**config.mk**
```make
export PLATFORM = sky130hd
export DESIGN_NAME = interval_resource_allocator_top
export DESIGN_NICKNAME = d
export VERILOG_FILES = /design/src/rtl/core/iralloc_pkg.sv /design/src/rtl/core/iralloc_ram.sv /design/src/rtl/core/interval_resource_allocator_top.sv
export SDC_FILE = /design/constraint.sdc
export NUM_CORES = 1
export LEC_CHECK = 0
export ABC_AREA = 1
export BUFFER_PORTS_ARGS = -buffer_cell sky130_fd_sc_hd__buf_4
export CORE_UTILIZATION = 60
export DETAILED_ROUTE_END_ITERATION = 10
export HOLD_SLACK_MARGIN = 0.05
export PLACE_DENSITY = 0.74
export SETUP_SLACK_MARGIN = 0.05
export SLEW_MARGIN = 10
export SYNTH_ARGS = -nofsm -noshare
export SYNTH_HDL_FRONTEND = slang
export SYNTH_SLANG_ARGS = --single-unit
```
**constraint.sdc**
```tcl
create_clock -name clk -period 5.4 [get_ports clk]
set_input_delay 0.27 -clock clk [delete_from_list [all_inputs] [get_ports clk]]
set_output_delay 0.27 -clock clk [all_outputs]
set_load 0.02 [all_outputs]
```
**src/rtl/core/iralloc_pkg.sv**
```systemverilog
// ----------------------------------------------------------------------------
// Interval resource allocator package
// Shared constants, widths and the sequencer state type.
// ----------------------------------------------------------------------------
package iralloc_pkg;

    localparam int MAX_CARS_DEFAULT = 16;

    localparam int ID_W     = 16;
    localparam int TIME_W   = 32;
    localparam int CARID_W  = 4;
    localparam int POOL_W   = 5;

    localparam logic [POOL_W-1:0] POOL_RESET = 5'd16;

    // Input tdata: request_id, pickup_time, return_time.
    localparam int S_TDATA_W = 80;
    // Output tdata: echo_id, car_id, zero fill to 24 bits.
    localparam int M_TDATA_W = 24;

    localparam logic STATUS_ASSIGNED = 1'b0;
    localparam logic STATUS_NO_CAR   = 1'b1;

    typedef enum logic [2:0] {
        ST_IDLE  = 3'b001,
        ST_SCAN  = 3'b010,
        ST_WRITE = 3'b100
    } state_t;

endpackage

```
**src/rtl/core/iralloc_ram.sv**
```systemverilog
// ----------------------------------------------------------------------------
// Generic RAM
// One write port and one read port with registered read data.
// ----------------------------------------------------------------------------
module iralloc_ram #(
    parameter int WIDTH = 32,
    parameter int DEPTH = 16
) (
    input  logic                             clk,
    input  logic                             we,
    input  logic [$clog2(DEPTH > 1 ? DEPTH : 2)-1:0] waddr,
    input  logic [WIDTH-1:0]                 wdata,
    input  logic [$clog2(DEPTH > 1 ? DEPTH : 2)-1:0] raddr,
    output logic [WIDTH-1:0]                 rdata
);

    logic [WIDTH-1:0] mem_reg [DEPTH];
    logic [WIDTH-1:0] rdata_reg;

    always_ff @(posedge clk)
    begin
        if (we)
        begin
            mem_reg[waddr] <= wdata;
        end
        rdata_reg <= mem_reg[raddr];
    end

    assign rdata = rdata_reg;

endmodule

```
**src/rtl/core/interval_resource_allocator_top.sv**
```systemverilog
// ----------------------------------------------------------------------------
// Interval resource allocator
// Assigns each rental request to the lowest-numbered free car.
// ----------------------------------------------------------------------------
// Each accepted request runs a scan that reads one car's return time per cycle
// from the return-time RAM and checks it against the pickup time with a single
// shared comparator. Freed cars and the first free car in the pool are found
// during that scan; the chosen car's return time is written back afterwards.
// The result sits in an output register, so the next request can be taken
// while it waits. Requests must arrive in nondecreasing pickup order. Write
// cars_in_use only while the block is idle.
// ----------------------------------------------------------------------------
module interval_resource_allocator_top #(
    parameter int MAX_CARS = iralloc_pkg::MAX_CARS_DEFAULT
) (
    input  logic                                 clk,
    input  logic                                 rst_n,

    input  logic                                 cfg_we,
    input  logic [iralloc_pkg::POOL_W-1:0]       cfg_wdata,   // cars_in_use

    input  logic                                 s_axis_tvalid,
    output logic                                 s_axis_tready,
    // [15:0] request_id, [47:16] pickup_time, [79:48] return_time
    input  logic [iralloc_pkg::S_TDATA_W-1:0]    s_axis_tdata,
    // [0] new_batch
    input  logic                                 s_axis_tuser,

    output logic                                 m_axis_tvalid,
    input  logic                                 m_axis_tready,
    // [15:0] echo_id, [19:16] car_id, [23:20] zero
    output logic [iralloc_pkg::M_TDATA_W-1:0]    m_axis_tdata,
    // [0] status
    output logic                                 m_axis_tuser
);

    localparam int IDX_W = (MAX_CARS > 1) ? $clog2(MAX_CARS) : 1;
    localparam int CNT_W = $clog2(MAX_CARS + 1);
    localparam int EXT_W = (IDX_W >= iralloc_pkg::CARID_W) ? IDX_W : iralloc_pkg::CARID_W;
    localparam int FILL_W = iralloc_pkg::M_TDATA_W - iralloc_pkg::ID_W - iralloc_pkg::CARID_W;

    iralloc_pkg::state_t state_reg, state_next;

    logic [iralloc_pkg::POOL_W-1:0] pool_cfg_reg;
    logic [MAX_CARS-1:0]            busy_reg, busy_next;

    logic [iralloc_pkg::ID_W-1:0]   id_reg;
    logic [iralloc_pkg::TIME_W-1:0] pickup_reg;
    logic [iralloc_pkg::TIME_W-1:0] ret_reg;
    logic                           fresh_reg;
    logic [CNT_W-1:0]               pool_reg;

    logic [CNT_W-1:0] rd_cnt_reg, rd_cnt_next;
    logic             cmp_vld_reg, cmp_vld_next;
    logic [IDX_W-1:0] cmp_idx_reg, cmp_idx_next;
    logic             found_reg, found_next;
    logic [IDX_W-1:0] chosen_reg, chosen_next;

    logic                           out_valid_reg, out_valid_next;
    logic [iralloc_pkg::ID_W-1:0]   out_id_reg;
    logic [iralloc_pkg::CARID_W-1:0] out_car_reg;
    logic                           out_status_reg;

    logic                           accept;
    logic                           out_free;
    logic                           rd_en;
    logic [iralloc_pkg::TIME_W-1:0] rd_data;
    logic                           ram_we;
    logic                           car_clear;
    logic                           car_still_busy;
    logic [CNT_W-1:0]               pool_size;
    logic [EXT_W-1:0]               chosen_ext;
    logic                           load_out;

    assign accept   = s_axis_tvalid && s_axis_tready;
    assign out_free = !out_valid_reg || m_axis_tready;
    assign rd_en    = (state_reg == iralloc_pkg::ST_SCAN) && (rd_cnt_reg < CNT_W'(MAX_CARS));
    assign ram_we   = (state_reg == iralloc_pkg::ST_WRITE) && found_reg;
    assign load_out = (state_reg == iralloc_pkg::ST_WRITE) && out_free;

    assign s_axis_tready = (state_reg == iralloc_pkg::ST_IDLE);

    // A register value above the pool limit counts as the whole pool.
    always_comb
    begin
        if (32'(pool_cfg_reg) > MAX_CARS)
        begin
            pool_size = CNT_W'(MAX_CARS);
        end
        else
        begin
            pool_size = CNT_W'(pool_cfg_reg);
        end
    end

    iralloc_ram #(
        .WIDTH (iralloc_pkg::TIME_W),
        .DEPTH (MAX_CARS)
    ) u_ret_ram (
        .clk   (clk),
        .we    (ram_we),
        .waddr (chosen_reg),
        .wdata (ret_reg),
        .raddr (rd_cnt_reg[IDX_W-1:0]),
        .rdata (rd_data)
    );

    // Shared comparator: the car under test leaves when its return time has passed.
    assign car_clear      = fresh_reg || (rd_data <= pickup_reg);
    assign car_still_busy = busy_reg[cmp_idx_reg] && !car_clear;

    always_comb
    begin
        state_next   = state_reg;
        busy_next    = busy_reg;
        rd_cnt_next  = rd_cnt_reg;
        cmp_vld_next = 1'b0;
        cmp_idx_next = cmp_idx_reg;
        found_next   = found_reg;
        chosen_next  = chosen_reg;

        unique case (state_reg)
            iralloc_pkg::ST_IDLE:
            begin
                if (accept)
                begin
                    rd_cnt_next = '0;
                    found_next  = 1'b0;
                    chosen_next = '0;
                    state_next  = iralloc_pkg::ST_SCAN;
                end
            end
            iralloc_pkg::ST_SCAN:
            begin
                if (rd_en)
                begin
                    rd_cnt_next  = rd_cnt_reg + CNT_W'(1);
                    cmp_vld_next = 1'b1;
                    cmp_idx_next = rd_cnt_reg[IDX_W-1:0];
                end
                if (cmp_vld_reg)
                begin
                    busy_next[cmp_idx_reg] = car_still_busy;
                    if (!car_still_busy && !found_reg && (CNT_W'(cmp_idx_reg) < pool_reg))
                    begin
                        found_next  = 1'b1;
                        chosen_next = cmp_idx_reg;
                    end
                    if (cmp_idx_reg == IDX_W'(MAX_CARS - 1))
                    begin
                        state_next = iralloc_pkg::ST_WRITE;
                    end
                end
            end
            iralloc_pkg::ST_WRITE:
            begin
                if (found_reg)
                begin
                    busy_next[chosen_reg] = 1'b1;
                end
                if (out_free)
                begin
                    state_next = iralloc_pkg::ST_IDLE;
                end
            end
            default:
            begin
                state_next = iralloc_pkg::ST_IDLE;
            end
        endcase
    end

    always_comb
    begin
        out_valid_next = out_valid_reg;
        if (m_axis_tready)
        begin
            out_valid_next = 1'b0;
        end
        if (load_out)
        begin
            out_valid_next = 1'b1;
        end
    end

    always_ff @(posedge clk or negedge rst_n)
    begin
        if (!rst_n)
        begin
            state_reg     <= iralloc_pkg::ST_IDLE;
            pool_cfg_reg  <= iralloc_pkg::POOL_RESET;
            busy_reg      <= '0;
            rd_cnt_reg    <= '0;
            cmp_vld_reg   <= 1'b0;
            found_reg     <= 1'b0;
            out_valid_reg <= 1'b0;
        end
        else
        begin
            state_reg     <= state_next;
            busy_reg      <= busy_next;
            rd_cnt_reg    <= rd_cnt_next;
            cmp_vld_reg   <= cmp_vld_next;
            found_reg     <= found_next;
            out_valid_reg <= out_valid_next;
            if (cfg_we)
            begin
                pool_cfg_reg <= cfg_wdata;
            end
        end
    end

    assign chosen_ext = EXT_W'(chosen_reg);

    always_ff @(posedge clk)
    begin
        cmp_idx_reg <= cmp_idx_next;
        chosen_reg  <= chosen_next;
        if (accept)
        begin
            id_reg     <= s_axis_tdata[15:0];
            pickup_reg <= s_axis_tdata[47:16];
            ret_reg    <= s_axis_tdata[79:48];
            fresh_reg  <= s_axis_tuser;
            pool_reg   <= pool_size;
        end
        if (load_out)
        begin
            out_id_reg <= id_reg;
            if (found_reg)
            begin
                out_car_reg    <= chosen_ext[iralloc_pkg::CARID_W-1:0];
                out_status_reg <= iralloc_pkg::STATUS_ASSIGNED;
            end
            else
            begin
                out_car_reg    <= '0;
                out_status_reg <= iralloc_pkg::STATUS_NO_CAR;
            end
        end
    end

    assign m_axis_tvalid = out_valid_reg;
    assign m_axis_tdata  = {{FILL_W{1'b0}}, out_car_reg, out_id_reg};
    assign m_axis_tuser  = out_status_reg;

endmodule
```
==> results of run 1 <==
[power breakdown]
part	switching, µW	leakage (µW)	internal, µW	total, µW
registers	568	0.00634	6480	7050
clock network	1960	0.00109	2770	4730
logic	1970	0.00370	901	2880
[worst paths after layout]
path	slack, ns	endpoint	from	cells past startpoint
worst min register to register	0.42	out_id_reg[6]	id_reg[6]	0
worst max register to register	2.09	u_ret_ram.rdata[22]	rd_cnt_reg[0]	6
max in group asynchronous	4.87	rd_cnt_reg[2]	rst_n	2
worst max-delay path	2.09	u_ret_ram.rdata[22]	rd_cnt_reg[0]	6
worst min-delay path	0.18	pool_cfg_reg[1]	rst_n	2
min in group clk	0.39	pickup_reg[23]	s_axis_tdata[39]	2
[per-stage QoR]
step	instance area, µm²	instances	utilization	hold slack [ns]	worst slack, ns
final	31500	2883	0.713	0.185	2.09
after global routing	31500	2883	0.713	0.223	1.93
after CTS	31500	2882	0.713	0.156	2.19
after detailed placement	28300	2657	0.640	0.244	2.24
after global placement	28300	2657	0.640	0.242	2.26
after floorplan	26900	2053	-	-0.0256	1.22
[area by class of cell]
cell class                      count  share of cell area
Timing Repair Buffer              226              0.0621
Inverter                          105              0.0127
Clock inverter                     27             0.00877
Multi-Input combinational cell   1143               0.188
Clock buffer                       99              0.0619
Tap cell                          592              0.0235
Sequential cell                   691               0.643
[timing repair]
action	CTS	global route
endpoints found under the hold margin	121	0
setup buffers	0	0
hold buffers	99	0
[routing by layer]
layer,up-vias,share of wire
met5,-,0.00018
met4,2,0.027
met3,132,0.11
met2,924,0.48
met1,8525,0.39
li1,7843,-
[worst max-delay path, delay by kind of cell, from the launching register on]
family | cells | cell delay [ns]
AO/OA/AOI/OAI | 3 | 0.73
buffers and inverters | 2 | 1.14
flip-flops | 1 | 1.12
AND/OR/NAND/NOR | 1 | 0.12
[logic make-up after synthesis]
group / Yosys count / synth area share
fa+ha+maj: 36 / 0.0167
buf+inv: 219 / 0.0321
simple gates: 616 / 0.0918
other cells: 1 / 0.000139
flops: 691 / 0.753
compound gates: 487 / 0.106
[cells in the final DEF, fill, tap and decap left out, types with 2 or more instances in the layout]
cell and instances:
nand2_1 174, buf_4 126, ha_1 36, a21boi_1 16
o22ai_1 77, inv_6 4, clkinv_2 9, o211ai_1 12
dfrtp_4 2, bufinv_16 5, a21oi_1 41, nand2_4 2
nand4_1 3, clkinv_1 9, clkbuf_1 22, o221ai_1 52
edfxtp_1 627, dfrtp_1 27, o21ai_2 10, nand3_1 72
inv_1 95, nor2_1 339, nor2_4 18, dlygate4sd3_1 99
dfstp_2 2, clkbuf_16 72, inv_2 7, o21ai_0 273
dfxtp_1 32, conb_1 4, clkbuf_8 5, nor3_4 2
o21a_1 2
==> metrics.txt, run 1 <==
sequential fraction of the synthesis area 0.753; Mapped Area 26900 µm²; number of synthesized flops with an enable pin 627; setup tns final 0 ns; MaxCap Viol Count 0; Final Cycle Share 0.613; Crit path arrival time between 3 and 4 ns; initial antenna violation count 1; Pre-antenna DRT Iters 6; Longest Clk Path Bufs 3; DRC Markers 0; # nets final 2363; layout cells sized above 1 0.119; met3 Track Usage GR 0.0606; FILL cells 2855; Synth cell types 39; synth warn 0; CP max FO 172; Avg Inst Size Synth about 13 µm²; PostCTS Resize Cnt 0; largest net degree at the start of global routing 173; Die Height around 210 µm; top cell type's share of synthesized area 0.700; Crit. End Element register; Setup CP Type register to register; ANT nets after route 0; via count about 17000; critical path startpoint category register; WL/cell 22.5 µm; Max H-tree Level 3; Initial Util 0.609; Root Buffer clkbuf_16; most frequent cells after synthesis 627 x edfxtp_1, 357 x nor2_1, 273 x o21ai_0, 174 x nand2_1, 97 x inv_1; Area Growth Syn to Fin 17.2%; FF/Latch Area 20300 µm²; RSZ-0062 raised after global routing false; Slew HR 0.167; TritonCTS sink count 691; DRT iter0 DRCs 2151; met2 Resource Use GR 0.461; FP Rows 77; die area between 40000 and 50000 µm²; WL final 64900 µm; Max Fclk 0.302 GHz; Clock Latency Late Sink 0.60 ns; Total GRT Usage 0.289; Antenna diodes 0; status finished clean; DR vias/cell just over 6; area taken by multi-input logic gates 5920 µm²; chip width between 200 and 250 µm; HP Class input pin to asynchronous set/reset pin; total CTS buffers 69; Pins Over Slew Limit 0; Worst-Margin Slew between 1 and 1.5 ns; PD cells 465 nW/µm²; Leak 0.0111 µW; PortBufs between 100 and 150; Yosys top cell by area edfxtp_1; Clock Skews 0.0234 ns; Synth async-reset ratio 0.0463; worst supply voltage drop on vdd 0.000348 V; post-route minimum period 3.31 ns; GRT overflow 0; max reg flops 512; GR met1 Demand/Resource 0.398; vias in the first global route 17000; Ports 118; final setup fails 0; Design Power 14700 µW; Main synth FF type edfxtp_1; CP max stage cell dfrtp_4; grt peak-use layer met2; number of synthesized register bits 691; final HPWL from detailed placement 35700 µm; TritonCTS clock tree built; CP Cell Sequence inv_6 -> buf_4 -> o21ai_0 -> o22ai_1 -> o211ai_1 -> nand3_1; routability cong. 0.903; final hold viol count 0; CP max stage delay 1.12 ns; Worst-path clk slew ~0.06 ns; top cells by area, synth edfxtp_1 70%, o21ai_0 5.1%, nor2_1 5.0%, dfrtp_1 2.8%, nand2_1 2.4%; Mapped Cells 2050; Core ar. between 40000 and 50000 µm²; global-route wire length before repair slightly below 100000 µm; top-count cell post-synth edfxtp_1; Critical Path RT 5.84 ns
(Power assumes the default switching activity.)
==> run 2, diff against run 1 <==
--- a/config.mk
+++ b/config.mk
@@ -7,10 +7,10 @@
 export LEC_CHECK = 0
 export ABC_AREA = 1
 export BUFFER_PORTS_ARGS = -buffer_cell sky130_fd_sc_hd__buf_4
-export CORE_UTILIZATION = 60
+export CORE_UTILIZATION = 55
 export DETAILED_ROUTE_END_ITERATION = 10
 export HOLD_SLACK_MARGIN = 0.05
-export PLACE_DENSITY = 0.74
+export PLACE_DENSITY = 0.71
 export SETUP_SLACK_MARGIN = 0.05
 export SLEW_MARGIN = 10
 export SYNTH_ARGS = -nofsm -noshare
==> constraint.sdc (replaced) <==
create_clock -name clk -period 2.9 [get_ports clk]
set_input_delay 0.145 -clock clk [delete_from_list [all_inputs] [get_ports clk]]
set_output_delay 0.145 -clock clk [all_outputs]
set_load 0.02 [all_outputs]
==> run 2 against run 1 <==
Against the previous run: clock power is 79% higher; fmax up 39%; cell area is 1.3% higher; critical path type unchanged; critical endpoint is now chosen_ext[1]; largest cell class unchanged; highest routed layer is now met4.
==> metrics.txt, run 2 (synthesis results as in run 1) <==
Worst-path clk slew 0.06 ns; die area 49800 µm²; CP max stage delay 0.33 ns; Post-Layout Inst Area 32000 µm²; area taken by multi-input logic gates 5930 µm²; via count ~17000; Reg-to-Reg End chosen_ext[1]; worst r2r src pickup_reg[7]; highest routed metal layer met4; DRC Markers 0; # nets final between 2000 and 2500; ANT nets after route 0; CP bufs+invs 2; vias in the first global route between 15000 and 20000; layout cells sized above 1 0.131; fin util 0.665; HP Class input pin to register; WL final 63500 µm; WL met2 31500 µm; max reg flops 512; total CTS buffers 69; Hold Startpoint s_axis_tdata[55]; Final Cycle Share 0.821; Area Growth Syn to Fin 18.7%; PostCTS Resize Cnt 0; M1 WL 25500 µm; Max H-tree Level 3; critical path startpoint category register; Root Buffer clkbuf_16; post-route minimum period approximately 2.4 ns; TritonCTS sink count 691; reg-to-reg slack, setup ~0.52 ns; CP max stage cell edfxtp_1; Final Worst Setup Slack between 0.5 and 0.6 ns; final setup fails 0; PortBufs 113; final hold viol count 0; Post-DP Area about 29000 µm²; Initial Util 0.560; FP Rows 80; Pre-antenna DRT Iters 5; WL/cell 21.6 µm; pre-CTS WS 0.614 ns; GRT overflow 0; TritonCTS clock tree built; Worst-Margin Slew 0.913 ns; MaxCap Viol Count 0; Setup CP Type register to register; Antenna diodes 0; Pins Over Slew Limit 0; Core ar. 48000 µm²; CP max FO 4; crit-path most repeated cell nand2_1; Max Fclk between 0.4 and 0.5 GHz; worst supply voltage drop on vdd 0.000536 V; Slew HR 0.391; fin cells 2935; initial antenna violation count 0; Longest Clk Path Bufs 3; Leak between 0.01 and 0.015 µW; Crit. End Element register; Clock Skews 0.0173 ns; PD cells 835 nW/µm²; Ports between 100 and 150; placed insts 2713; Hold Path Cell Cnt 2; status finished clean; Critical Path RT 3.18 ns; metal3 WL 4780 µm; FF/Latch Area ~20000 µm²; commonest non-fill, non-tap cell in the layout edfxtp_1; R2R depth 14; final HPWL from detailed placement about 33000 µm; Crit path max-delay family simple AND/OR/NAND/NOR gates; RSZ-0062 raised after global routing false; Final Hold Slack 0.269 ns; FILL cells 3313; Min-Delay Endpoint ret_reg[7]; Total GRT Usage 0.256; DR vias/cell 5.89; DRT iter0 DRCs 1843; chip width 223 µm; global-route wire length before repair 95700 µm; Crit path arrival time 2.67 ns; Clock Latency Late Sink 0.59 ns; routability cong. 0.854; most frequent cells in the layout 627 x edfxtp_1, 339 x nor2_1, 272 x o21ai_0; Die Height 223 µm; largest net degree at the start of global routing 159; CP Cell Sequence inv_1 -> ha_1 -> nand2_1 -> nor2_1 -> nand4_1 -> nor2_1 -> nand2_1 -> nand2_1 -> nor2_1 -> nand2_1 -> nand2_1 -> nand2_1 -> nand2_1 -> inv_1
[run 2: timing repair]
| action | 4_1_cts | 5_1_grt |
|---|---|---|
| hold buffers | 101 | 0 |
| endpoints found under the hold margin | 121 | 0 |
| setup buffers | 0 | 0 |
[run 2: worst max path at each step]
| stage | from | end | slack, ns | cells past startpoint |
|---|---|---|---|---|
| 2_1_floorplan | state_reg[0] | rd_cnt_reg[3] | -0.1 | 9 |
| 3_3_place_gp | pickup_reg[11] | chosen_ext[2] | 0.71 | 13 |
| 3_5_place_dp | pickup_reg[17] | chosen_ext[0] | 0.61 | 15 |
| 4_1_cts | pickup_reg[7] | chosen_ext[1] | 0.55 | 14 |
| 5_1_grt | pickup_reg[29] | chosen_ext[1] | 0.38 | 15 |
| 6_report | pickup_reg[7] | chosen_ext[1] | 0.52 | 14 |
[run 2: layer usage]
metal / up-vias / GRT usage
met5: - / 0
met4: 0 / 0.0923
met3: 131 / 0.0370
met2: 764 / 0.430
met1: 8489 / 0.342
li1: 7894 / -
[run 2: layout make-up]
class	count	area share
Inverter	105	0.0126
Clock inverter	24	0.00513
Tap cell	615	0.0241
Clock buffer	97	0.0622
Timing Repair Buffer	260	0.0757
Multi-Input combinational cell	1143	0.186
Sequential cell	691	0.635
[run 2: through the flow]
| step | total power (µW) | TNS (ns) |
|---|---|---|
| global route | 27800 | 0 |
| floorplan | 16300 | -15.56 |
| detailed placement | 18200 | 0 |
| global placement | 18000 | 0 |
| CTS | 26800 | 0 |
| finish | 26700 | 0 |
[run 2: report_power, final]
part           total [µW]  switching, µW  internal, µW
combinational        5400           3600          1790
clock                8480           3540          4940
sequential          12800            756         12100
